[config.mk]
export PLATFORM = sky130hd
export DESIGN_NAME = ppe_pixel_alu
export DESIGN_NICKNAME = d
export VERILOG_FILES = /design/src/design/ppe_pkg.sv /design/src/design/ppe_pixel_alu.sv
export SDC_FILE = /design/constraint.sdc
export NUM_CORES = 1
export LEC_CHECK = 0
export BUFFER_PORTS_ARGS = -buffer_cell sky130_fd_sc_hd__buf_2
export CAP_MARGIN = 25
export CORE_AREA = 4 4 41 43
export DETAILED_ROUTE_END_ITERATION = 8
export DIE_AREA = 0 0 45 47
export GPL_ROUTABILITY_DRIVEN = 0
export PLACE_DENSITY_LB_ADDON = 0.15
export SKIP_LAST_GASP = 1
export SYNTH_ARGS = -nofsm -noshare
export SYNTH_HDL_FRONTEND = slang
export SYNTH_SLANG_ARGS = --single-unit
[constraint.sdc]
create_clock -name vclk -period 3.1
set_input_delay 0.31 -clock vclk [all_inputs]
set_output_delay 0.31 -clock vclk [all_outputs]
set_load 0.02 [all_outputs]
[src/design/ppe_pkg.sv]
// ----------------------------------------------------------------------------
// ppe_pkg
// Shared types and codes for the packed pixel plane editor.
// ----------------------------------------------------------------------------
`default_nettype none

package ppe_pkg;

    // Command codes carried by a transaction
    typedef enum logic [1:0] {
        CMD_READ  = 2'd0,
        CMD_WRITE = 2'd1,
        CMD_CYCLE = 2'd2,
        CMD_CLEAR = 2'd3
    } cmd_t;

    // Result status codes
    localparam logic [1:0] ST_OK    = 2'd0;
    localparam logic [1:0] ST_COORD = 2'd1;
    localparam logic [1:0] ST_VALUE = 2'd2;
    localparam logic [1:0] ST_DIMS  = 2'd3;

    // Configuration register indexes
    localparam logic [1:0] CFG_MODE   = 2'd0;
    localparam logic [1:0] CFG_WIDTH  = 2'd1;
    localparam logic [1:0] CFG_HEIGHT = 2'd2;

    // Shift of the first (MSB-side) pixel field within a byte for each pixel depth
    localparam logic [2:0] SHIFT_BASE_HIRES = 3'd7;
    localparam logic [2:0] SHIFT_BASE_MULTI = 3'd6;

    // Byte update request handed to the pixel unit
    typedef struct packed {
        cmd_t       cmd;
        logic       multicolor;
        logic [2:0] shift;
        logic [1:0] value;
    } px_op_t;

endpackage

`default_nettype wire

[src/design/ppe_pixel_alu.sv]
// ----------------------------------------------------------------------------
// ppe_pixel_alu
// Extracts one pixel from a packed byte and builds the updated byte.
// ----------------------------------------------------------------------------
`default_nettype none

module ppe_pixel_alu (
    input  wire ppe_pkg::px_op_t op,
    input  wire logic [7:0]      byte_in,
    output logic      [7:0]      byte_out,
    output logic      [1:0]      pixel,
    output logic                 write_back
);

    logic [1:0] pix_mask;
    logic [7:0] field_mask;
    logic [7:0] shifted;
    logic [1:0] cur_pix;
    logic [1:0] new_pix;

    // Field extraction, MSB-first packing
    always_comb
    begin
        pix_mask   = op.multicolor ? 2'b11 : 2'b01;
        field_mask = {6'd0, pix_mask} << op.shift;
        shifted    = byte_in >> op.shift;
        cur_pix    = shifted[1:0] & pix_mask;
    end

    // New pixel value per command
    always_comb
    begin
        unique case (op.cmd)
            ppe_pkg::CMD_READ:  new_pix = cur_pix;
            ppe_pkg::CMD_WRITE: new_pix = op.value & pix_mask;
            ppe_pkg::CMD_CYCLE: new_pix = (cur_pix + 2'd1) & pix_mask;
            ppe_pkg::CMD_CLEAR: new_pix = 2'd0;
            default:            new_pix = 2'd0;
        endcase
    end

    // Merge back into the byte
    always_comb
    begin
        byte_out   = (byte_in & ~field_mask) | (({6'd0, new_pix} << op.shift) & field_mask);
        pixel      = new_pix;
        write_back = (op.cmd == ppe_pkg::CMD_WRITE) || (op.cmd == ppe_pkg::CMD_CYCLE);
    end

endmodule

`default_nettype wire

Word level (Yosys, flattened, before mapping)
Cells that the tools add are included.

storage, ports and cells
  input bits = 16
  bits in registers = 0

operators by class
  bitwise logic cells = 7
  mux-type cells = 2
  add/subtract/negate cells = 1
  shifts and indexed selects = 3
  reductions and logical operators = 2
  equal/unequal tests = 3

operator list
  kind                   count
  $and A8 B8 Y8          2
  $shl A2 B3 Y8          2
  $not A8 Y8             1
  $or A8 B8 Y8           1
  $pmux W2 S4            1
  $shr A8 B3 Y2          1
  $and A2 B2 Y2          3
  $eq A2 B2 Y1 const B   2
  $add A2 B1 Y2 const B  1
  $eq A2 B1 Y1 const B   1
  $logic_not A2 Y1       1
  $mux W2                1
  $logic_or A1 B1 Y1     1

Depth between registers and ports, before layout
Gate-level depths: netlist of the first run.

  depth after elaboration = 8
  gate-level depth with buffers = 7

Worst setup path before layout of the first run
OpenSTA, ideal clock, no wires.

  path kind = input port to output port
  start = input op[6] in the netlist's numbering
  end = output byte_out[2]
  buffers on the path = 0
  stages on the path = 7
  setup slack = 0.765 ns
  arrival time = 2.025 ns
  cells stage by stage = inv_1 > ha_1 > nor2b_1 > nand3_1 > nor4b_4 > o31ai_1 > a41oi_1

between the ends
  longest elaborated chain between the ends = 5
  elaborated cells between the ends (all ways) = 8

ends and longest elaborated chain
  item                                  line                 source
  from (decl)                           ppe_pixel_alu.sv:8   input wire ppe_pkg::px_op_t op,
  $eq A2 B2 Y1 (tied with other cells)  ppe_pixel_alu.sv:33  unique case (op.cmd)
  $pmux W2 S4 (*)                       ppe_pixel_alu.sv:33
  $shl A2 B3 Y8 (*)                     ppe_pixel_alu.sv:45  byte_out = (byte_in & ~field_mask) | (({6'd0, new_pix} << op.shift) & field_mask);
  $and A8 B8 Y8 (*)                     ppe_pixel_alu.sv:45
  $or A8 B8 Y8 (*)                      ppe_pixel_alu.sv:45
  to (decl)                             ppe_pixel_alu.sv:10  output logic [7:0] byte_out,

Mark *: on every way between the ends. The rest lies on a longest branch, timed or not.

Worst setup path after layout of the first run
  start = input op[4] in the netlist's numbering
  end = output byte_out[2]

between the ends
  longest elaborated chain between the ends = 8
  elaborated cells between the ends (all ways) = 11

ends and longest elaborated chain
  item              line                 source
  $shr A8 B3 Y2     ppe_pixel_alu.sv:26  shifted = byte_in >> op.shift;
  $and A2 B2 Y2     ppe_pixel_alu.sv:27  cur_pix = shifted[1:0] & pix_mask;
  $add A2 B1 Y2     ppe_pixel_alu.sv:36  ppe_pkg::CMD_CYCLE: new_pix = (cur_pix + 2'd1) & pix_mask;
  $and A2 B2 Y2     ppe_pixel_alu.sv:36
  $pmux W2 S4       ppe_pixel_alu.sv:33
  $shl A2 B3 Y8     ppe_pixel_alu.sv:45
  $and A8 B8 Y8     ppe_pixel_alu.sv:45
  $or A8 B8 Y8 (*)  ppe_pixel_alu.sv:45

Marks and branches as above.

==> results.ini, run 1 <==
[run_status]
outcome = finished, final reports clean

[worst_setup_path]
criticalPathCategory = in -> out
critical_path_peak_fanout = 14
worst-endpoint-required_ns = 2.79
setup.worst_path.end_class = output port
startpoint_type = primary input
arrival_ns = 2.20

[hold_path]
min_path_type = in -> out
worstHoldStart = byte_in[0]
worst_hold_path.num_cells = 4
timing.hold.worst_endpoint = byte_out[0]

[timing]
final_critical_path_setup_slack_ns = 0.589
setup-tns-final_ns = 0
final-setup-viol-count = 0
number_of_endpoints_with_negative_hold_slack_in_the_final_report = 0
period_share_pct = 81.0
grt_setup_unrepaired = false
actual_slew_at_the_worst_max_slew_pin_ns = 0.536
timing_max_transition_violations_final = 0
clock.fmax_mhz = 398
maxSlewHeadroom_pct = 64.1
post_layout_minimum_cycle_time_ns = 2.51

[power_and_ir_drop]
p_per_cell_area_nw_per_um2 = 169
ir_drop_mv = 0.0942
power.static_leakage_nw = 0.352

[die]
initial_utilization_pct = 47.7
die-height_um = 47
num_rows = 13
top_level_ports = 27
die_footprint_um2 = 2120
core_area_um2 = 1300
die_w_um = 45

[cells_and_area]
design.seq.count = 0
ratio_of_cells_with_drive_above_1_in_the_final_layout_pct = 34.9
final_cell_count_no_fill = 124
num-clock-buffers = 0
layout.area.seq_um2 = 0
syn2layout_area_growth_pct = 19.2
layout.nets = 129
antenna_cells_inserted = 0
finish.instance_area_um2 = 739

[cts]
cts_hold_buf = 0
cts_repair_resize_count = 0
post_cts.repair.setup_buffers = 0

[logic_synthesis]
synth_seq_area_share_pct = 0
synthesis.area_per_instance_um2 = 7.13
ys.warnings.count = 0
synth.top_cells.by_area = sky130_fd_sc_hd__a211oi_2, sky130_fd_sc_hd__mux2i_1, sky130_fd_sc_hd__nor4b_4
syn_inst = 87
synth_top_area_cell = sky130_fd_sc_hd__a211oi_2
synthesis.nets = 105
post_synth_num_cell_types = 35
synth_top_cell_area_share_pct = 10.1
synth.cell_area_um2 = 621

[route]
detailed_route_via_count = 731
drt_pre_antenna_iters = 4
avgViaCountPerCell = 5.90
detail_route.drc_violations = 0
initial_detailed_routing_violation_count = 18
ant_nets = 0
detail_routed_net_length_per_standard_cell_um = 13.8
finalWirelength_um = 1710

[global_route]
number_of_antenna_violations_at_the_first_check_in_global_routing = 0
grt_usage_pct = 16.1
grt_first_pass_wirelength_um = 2720
largest_net_degree_at_the_start_of_global_routing = 17
grt_overflow = 0
grt_pass1_vias = 615

[place]
detailedPlacementHpwl_um = 1390
place_inst = 124
placed_cell_area_um2 = 739
placement.io_buffers = 27
pre_cts_slack_ns = 0.620

[run]
timing.max_cap.violations = 0

-- Yosys cell counts, types with 2 or more instances --
| library cell | n |
|---|---|
| sky130_fd_sc_hd__a211oi_2 | 5 |
| sky130_fd_sc_hd__a21oi_1 | 9 |
| sky130_fd_sc_hd__a41oi_1 | 2 |
| sky130_fd_sc_hd__buf_4 | 2 |
| sky130_fd_sc_hd__ha_1 | 2 |
| sky130_fd_sc_hd__inv_1 | 7 |
| sky130_fd_sc_hd__mux2i_1 | 5 |
| sky130_fd_sc_hd__nand2_1 | 12 |
| sky130_fd_sc_hd__nand3_1 | 3 |
| sky130_fd_sc_hd__nor2_1 | 3 |
| sky130_fd_sc_hd__nor2b_1 | 5 |
| sky130_fd_sc_hd__nor3_1 | 4 |
| sky130_fd_sc_hd__nor3_2 | 2 |
| sky130_fd_sc_hd__nor4_1 | 4 |
| sky130_fd_sc_hd__nor4b_4 | 2 |
-- per-stage QoR --
| stage | power, mW | utilization, % | hold WS, ns |
|---|---|---|---|
| 5_1_grt | 0.137 | 56.8 | 1.05 |
| 3_3_place_gp | 0.124 | 56.8 | 1.03 |
| 6_report | 0.125 | 56.8 | 1.02 |
| 2_1_floorplan | 0.0908 | - | 0.797 |
| 4_1_cts | 0.125 | 56.8 | 1.02 |
| 3_5_place_dp | 0.124 | 56.8 | 1.02 |
-- how the worst max path moves through the flow --
stage / from / end / slack [ns] / cells past startpoint
finish: op[4] / byte_out[2] / 0.59 / 8
global route: op[4] / byte_out[2] / 0.44 / 8
CTS: op[4] / byte_out[2] / 0.62 / 8
detailed placement: op[4] / byte_out[2] / 0.62 / 8
global placement: op[4] / byte_out[2] / 0.64 / 8
floorplan: op[6] / byte_out[2] / 0.76 / 7
-- logic make-up after synthesis --
kind of cell	Yosys count	synth area share, %
compound gates	26	34.3
fa+ha+maj	2	4.03
buf+inv	12	9.88
mux	7	11.7
simple gates	40	40.1
-- placed cells by master (no fill, tap or decap), types with 2 or more instances in the layout --
| cell type | netlist | routed |
|---|---|---|
| sky130_fd_sc_hd__mux2i_1 | 5 | 5 |
| sky130_fd_sc_hd__nor3_1 | 4 | 4 |
| sky130_fd_sc_hd__nand3_1 | 3 | 3 |
| sky130_fd_sc_hd__inv_1 | 7 | 7 |
| sky130_fd_sc_hd__nor4_1 | 4 | 4 |
| sky130_fd_sc_hd__nor2b_1 | 5 | 5 |
| sky130_fd_sc_hd__nor3_2 | 2 | 2 |
| sky130_fd_sc_hd__a21oi_1 | 9 | 9 |
| sky130_fd_sc_hd__a211oi_2 | 5 | 5 |
| sky130_fd_sc_hd__buf_2 | 1 | 27 |
| sky130_fd_sc_hd__a41oi_1 | 2 | 2 |
| sky130_fd_sc_hd__nand2_1 | 12 | 12 |
| sky130_fd_sc_hd__nor2_1 | 3 | 3 |
| sky130_fd_sc_hd__ha_1 | 2 | 2 |
| sky130_fd_sc_hd__nor4b_4 | 2 | 2 |
-- critical path, stage by stage --
cell                       delay, ns
sky130_fd_sc_hd__buf_2          0.22
sky130_fd_sc_hd__mux2_1         0.36
sky130_fd_sc_hd__nand2_1        0.08
sky130_fd_sc_hd__o211ai_1       0.19
sky130_fd_sc_hd__nor3_2         0.45
sky130_fd_sc_hd__o311ai_1       0.17
sky130_fd_sc_hd__a41oi_1        0.23
sky130_fd_sc_hd__buf_2          0.19
-- layer usage --
metal,share of wire [%],vias up,routed length [µm],global-route usage (%)
met5,0,-,0,0
met4,0,0,0,1.75
met3,8.0,0,137,0.766
met2,44,28,758,26.6
met1,48,328,817,23.8
li1,-,375,-,-
-- power breakdown --
| group | internal [mW] | switching, mW |
|---|---|---|
| clock network | 0 | 0 |
| registers | 0 | 0 |
| logic | 0.0472 | 0.0777 |
| total | 0.0472 | 0.0777 |
-- final cells by class --
cell class / count / area, µm²
fillers: 133 / 562
inverters: 7 / 26.3
multi-input cells: 75 / 559
well taps: 15 / 18.8
repair buffers: 27 / 135
Power figures use the tool's default switching activity.
==> run 2: changes to the inputs <==
==> constraint.sdc (replaced) <==
create_clock -name vclk -period 2.5
set_input_delay 0.25 -clock vclk [all_inputs]
set_output_delay 0.25 -clock vclk [all_outputs]
set_load 0.02 [all_outputs]
==> results.ini, run 2 (synthesized netlist as in run 1, its figures left out) <==
[run_status]
outcome = finished, final reports clean

[route]
initial_detailed_routing_violation_count = 23  ; +5
detail_routed_net_length_per_standard_cell_um = 14.4  ; +4.1%
drt_pre_antenna_iters = 4  ; unchanged
detail_route.drc_violations = 0  ; unchanged
avgViaCountPerCell = 5.99  ; +1.6%
finalWirelength_um = 1840  ; +7.4%
detailed_route_via_count = 767  ; +4.9%
ant_nets = 0  ; unchanged

[run]
timing.max_cap.violations = 0  ; unchanged

[power_and_ir_drop]
total_power_mw = 0.162  ; +30%
p_comb_share_pct = 100.0  ; about the same
internal_power_mw = 0.0636  ; +35%
seq_power_share_pct = 0  ; unchanged
sw_frac_of_total_pct = 60.9  ; -1.4 points
p_per_cell_area_nw_per_um2 = 211  ; +25%
power.static_leakage_nw = 0.372  ; +5.7%
power.share.clock_pct = 0  ; unchanged
ir_drop_mv = 0.110  ; +17%
power.switching_mw = 0.0989  ; +27%

[die]
die-height_um = 47  ; unchanged
core_area_um2 = 1300  ; unchanged
die_footprint_um2 = 2120  ; unchanged
top_level_ports = 27  ; unchanged
die_w_um = 45  ; unchanged
initial_utilization_pct = 47.7  ; unchanged
num_rows = 13  ; unchanged

[cts]
cts_repair_resize_count = 0  ; unchanged
post_cts.repair.setup_buffers = 0  ; unchanged
cts_hold_buf = 0  ; unchanged

[worst_setup_path]
criticalPathCategory = in -> out
cp-startpoint = op[2]
worst-endpoint-required_ns = 2.25  ; -0.54 ns
setup.worst_path.end_class = output port
arrival_ns = 2.15  ; -0.05 ns
critical_path_peak_fanout = 16  ; +2
startpoint_type = primary input

[cells_and_area]
n_fill_cell = 141  ; +6.0%
ratio_of_cells_with_drive_above_1_in_the_final_layout_pct = 37.2  ; +2.3 points
mostFrequentLayoutCells = sky130_fd_sc_hd__buf_2, sky130_fd_sc_hd__nand2_1, sky130_fd_sc_hd__a21oi_1
antenna_cells_inserted = 0  ; unchanged
final_cell_count_no_fill = 128  ; +3.2%
layout.area.seq_um2 = 0  ; unchanged
syn2layout_area_growth_pct = 24.0
num-clock-buffers = 0  ; unchanged
layout_commonest_cell = sky130_fd_sc_hd__buf_2
design.seq.count = 0  ; unchanged
finish.instance_area_um2 = 769  ; +4.1%
fin_util_pct = 59.1  ; +2.3 points
layout.nets = 133  ; +3.1%

[timing]
actual_slew_at_the_worst_max_slew_pin_ns = 0.579  ; +0.0437 ns
period_share_pct = 96.2
maxSlewHeadroom_pct = 61.2  ; -2.9 points
clock.fmax_mhz = 416
final_critical_path_setup_slack_ns = 0.0953  ; -0.493 ns
timing_max_transition_violations_final = 0  ; unchanged
grt_setup_unrepaired = false
fin_worst_hold_slack_ns = 0.900  ; -0.115 ns
number_of_endpoints_with_negative_hold_slack_in_the_final_report = 0  ; unchanged
post_layout_minimum_cycle_time_ns = 2.40
final-setup-viol-count = 0  ; unchanged
setup-tns-final_ns = 0  ; unchanged

[place]
detailedPlacementHpwl_um = 1530  ; +10%
placed_cell_area_um2 = 769  ; +4.1%
placement.io_buffers = 27  ; unchanged
pre_cts_slack_ns = 0.0845  ; -0.536 ns
place_inst = 128  ; +3.2%

[global_route]
grt_overflow = 0  ; unchanged
grt_first_pass_wirelength_um = 3020  ; +11%
grt_pass1_vias = 736  ; +20%
grt_usage_pct = 18.2  ; +2.0 points
number_of_antenna_violations_at_the_first_check_in_global_routing = 0  ; unchanged
largest_net_degree_at_the_start_of_global_routing = 17  ; unchanged

[hold_path]
worst_hold_path.num_cells = 4  ; unchanged
timing.hold.worst_endpoint = byte_out[0]
min_path_type = in -> out
worstHoldStart = byte_in[0]

run 2: power groups by stage:
stage                     clock [mW]  combinational [mW]  sequential, mW
after global routing               0               0.177               0
after detailed placement           0               0.162               0
after floorplan                    0               0.113               0
after CTS                          0               0.163               0
final                              0               0.162               0
after global placement             0               0.159               0
run 2: critical path, cell delays in order:
cell                       delay (ns)
sky130_fd_sc_hd__buf_2           0.28
sky130_fd_sc_hd__mux2i_1         0.12
sky130_fd_sc_hd__a22o_1          0.27
sky130_fd_sc_hd__nor4b_4         0.30
sky130_fd_sc_hd__a211oi_2        0.09
sky130_fd_sc_hd__nor3_2          0.51
sky130_fd_sc_hd__a211oi_2        0.13
sky130_fd_sc_hd__buf_2           0.19
run 2: layer usage:
| metal | share of wire, % | wire (µm) | vias to the layer above | GRT usage (%) |
|---|---|---|---|---|
| met5 | 0 | 0 | - | 0 |
| met4 | 0 | 0 | 0 | 0.585 |
| met3 | 6.6 | 122 | 0 | 0.383 |
| met2 | 49 | 892 | 27 | 34.5 |
| met1 | 45 | 824 | 357 | 24.0 |
| li1 | - | - | 383 | - |
run 2: worst max path at each step:
stage / to
2_1_floorplan: byte_out[2]
3_3_place_gp: byte_out[5]
3_5_place_dp: byte_out[3]
4_1_cts: byte_out[3]
5_1_grt: byte_out[6]
6_report: byte_out[3]
run 2: area by class of cell:
cell class / count / area (µm²) / share of cell area [%]
Inverter: 7 / 26.3 / 3.41
Multi-Input combinational cell: 75 / 559 / 72.7
Tap cell: 15 / 18.8 / 2.44
Timing Repair Buffer: 31 / 165 / 21.5
==> run 3: changes to the inputs <==
--- a/config.mk
+++ b/config.mk
@@ -11,6 +11,7 @@
 export DETAILED_ROUTE_END_ITERATION = 8
 export DIE_AREA = 0 0 45 47
 export GPL_ROUTABILITY_DRIVEN = 0
+export GPL_TIMING_DRIVEN = 0
 export PLACE_DENSITY_LB_ADDON = 0.15
 export SKIP_LAST_GASP = 1
 export SYNTH_ARGS = -nofsm -noshare
==> results.ini, run 3 (synthesized netlist as in run 1, its figures left out) <==
[cells_and_area]
finish.instance_area_um2 = 773  ; +0.49%
layout.area.seq_um2 = 0  ; unchanged
design.seq.count = 0  ; unchanged
layout.nets = 133  ; unchanged
num-clock-buffers = 0  ; unchanged
ratio_of_cells_with_drive_above_1_in_the_final_layout_pct = 37.2  ; unchanged
syn2layout_area_growth_pct = 24.6
n_fill_cell = 138  ; -2.1%
mostFrequentLayoutCells = sky130_fd_sc_hd__buf_2, sky130_fd_sc_hd__nand2_1, sky130_fd_sc_hd__a21oi_1
antenna_cells_inserted = 0  ; unchanged
layout_commonest_cell = sky130_fd_sc_hd__buf_2

[route]
detailed_route_via_count = 777  ; +1.3%
ant_nets = 0  ; unchanged
drt_pre_antenna_iters = 4  ; unchanged
detail_route.drc_violations = 0  ; unchanged
detail_routed_net_length_per_standard_cell_um = 14.1  ; -2.0%
finalWirelength_um = 1800  ; -2.0%
initial_detailed_routing_violation_count = 25  ; +8.7%
avgViaCountPerCell = 6.07  ; +1.3%

[timing]
maxSlewHeadroom_pct = 60.9  ; -0.24 points
post_layout_minimum_cycle_time_ns = 2.32  ; -0.0892 ns
grt_setup_unrepaired = false
timing_max_transition_violations_final = 0  ; unchanged
period_share_pct = 92.6  ; -3.6 points
final-setup-viol-count = 0  ; unchanged
clock.fmax_mhz = 432  ; +3.9%
number_of_endpoints_with_negative_hold_slack_in_the_final_report = 0  ; unchanged
setup-tns-final_ns = 0  ; unchanged
actual_slew_at_the_worst_max_slew_pin_ns = 0.583  ; +0.00355 ns

[die]
initial_utilization_pct = 47.7  ; unchanged
die_footprint_um2 = 2120  ; unchanged
top_level_ports = 27  ; unchanged
die_w_um = 45  ; unchanged
num_rows = 13  ; unchanged
die-height_um = 47  ; unchanged
core_area_um2 = 1300  ; unchanged

[worst_setup_path]
cp_cell_sequence = buf_2 > buf_4 > nand2_1 > a21oi_1 > nor4b_4 > a211oi_2 > nor3_2 > a211oi_2 > buf_2
worstPathBufferInverterCount = 3  ; +1
worst-endpoint-required_ns = 2.25  ; about the same
slowest_delay_ns = 0.51  ; about the same
criticalPathCategory = in -> out
arrival_ns = 2.07  ; -0.08 ns
crit_family = simple AND/OR/NAND/NOR gates
startpoint_type = primary input
critical_path.slowest_cell = sky130_fd_sc_hd__nor3_2
critical_path_peak_fanout = 10  ; -6
setup.worst_path.end_class = output port
cp-startpoint = op[3]
critical_path_cell_count = 9  ; +1
setup.worst_path.end = byte_out[1]

[global_route]
largest_net_degree_at_the_start_of_global_routing = 11  ; -6
grt_overflow = 0  ; unchanged
grt_usage_pct = 17.8  ; -0.39 points
number_of_antenna_violations_at_the_first_check_in_global_routing = 0  ; unchanged
grt_first_pass_wirelength_um = 2930  ; -2.8%
grt_pass1_vias = 668  ; -9.2%

[hold_path]
worst_hold_path.num_cells = 4  ; unchanged
min_path_type = in -> out

[place]
detailedPlacementHpwl_um = 1490  ; -3.1%
placement.io_buffers = 26  ; -3.7%
placed_cell_area_um2 = 769  ; unchanged

[power_and_ir_drop]
internal_power_mw = 0.0630  ; -0.86%
power.share.clock_pct = 0  ; unchanged
p_comb_share_pct = 100.0  ; about the same
p_per_cell_area_nw_per_um2 = 210  ; -0.75%
power.static_leakage_nw = 0.369  ; -0.83%
power.switching_mw = 0.0990  ; +0.12%
seq_power_share_pct = 0  ; unchanged
ir_drop_mv = 0.106  ; -3.8%
sw_frac_of_total_pct = 61.1  ; +0.23 points

[run]
timing.max_cap.violations = 0  ; unchanged

[run_status]
outcome = finished, final reports clean

[cts]
post_cts.repair.setup_buffers = 0  ; unchanged

==> run 3: cell types whose count changed in the layout (fill, tap and decap cells not counted) <==
cell,delta
sky130_fd_sc_hd__a21boi_1,-1
sky130_fd_sc_hd__buf_6,+1
sky130_fd_sc_hd__buf_4,-2
sky130_fd_sc_hd__buf_1,+1
sky130_fd_sc_hd__a21boi_2,+1
==> run 3: worst min-delay path by stage <==
stage                from           to
4_1_cts        byte_in[4]  byte_out[4]
6_report       byte_in[0]  byte_out[0]
3_3_place_gp   byte_in[4]  byte_out[4]
3_5_place_dp   byte_in[0]  byte_out[0]
2_1_floorplan  byte_in[4]  byte_out[4]
5_1_grt        byte_in[0]  byte_out[0]
==> run 3: layer usage <==
metal	vias to the layer above	track usage, %	part of all wire [%]
met5	-	0	0
met2	24	30.2	47
met3	2	0	5.7
met1	366	25.6	46
met4	0	2.92	1.3
li1	385	-	-
==> run 3: area by class of cell <==
class | count | area, µm² | area share (%)
Tap cell | 15 | 18.8 | 2.43
Inverter | 7 | 26.3 | 3.40
Multi-Input combinational cell | 75 | 563 | 72.8
Buffer | 5 | 35.0 | 4.53
Timing Repair Buffer | 26 | 130 | 16.8
==> run 3: repair_timing <==
action	4_1_cts	5_1_grt
endpoints found under the setup margin	0	1
hold buffers	0	0
hold endpoints to repair	0	0
resized for setup	0	1
==> run 3: tightest hold or removal path, cell delays in order <==
cell	delay (ns)
sky130_fd_sc_hd__buf_2	0.09
sky130_fd_sc_hd__nor2_1	0.04
sky130_fd_sc_hd__a21oi_1	0.10
sky130_fd_sc_hd__buf_2	0.17
==> run 3: stage by stage <==
step | utilization, % | power [mW] | setup WS (ns) | instances | hold WS [ns]
global route | 59.4 | 0.177 | 0.0606 | 128 | 0.925
detailed placement | 59.1 | 0.160 | 0.161 | 128 | 0.896
CTS | 59.1 | 0.161 | 0.156 | 128 | 0.899
finish | 59.4 | 0.162 | 0.185 | 128 | 0.896
floorplan | - | 0.113 | 0.285 | 87 | 0.677
global placement | 59.1 | 0.158 | 0.176 | 128 | 0.891
==> run 3: power groups by stage <==
stage | sequential (mW) | combinational [mW] | clock (mW)
2_1_floorplan | 0 | 0.113 | 0
3_3_place_gp | 0 | 0.158 | 0
3_5_place_dp | 0 | 0.160 | 0
4_1_cts | 0 | 0.161 | 0
5_1_grt | 0 | 0.177 | 0
6_report | 0 | 0.162 | 0
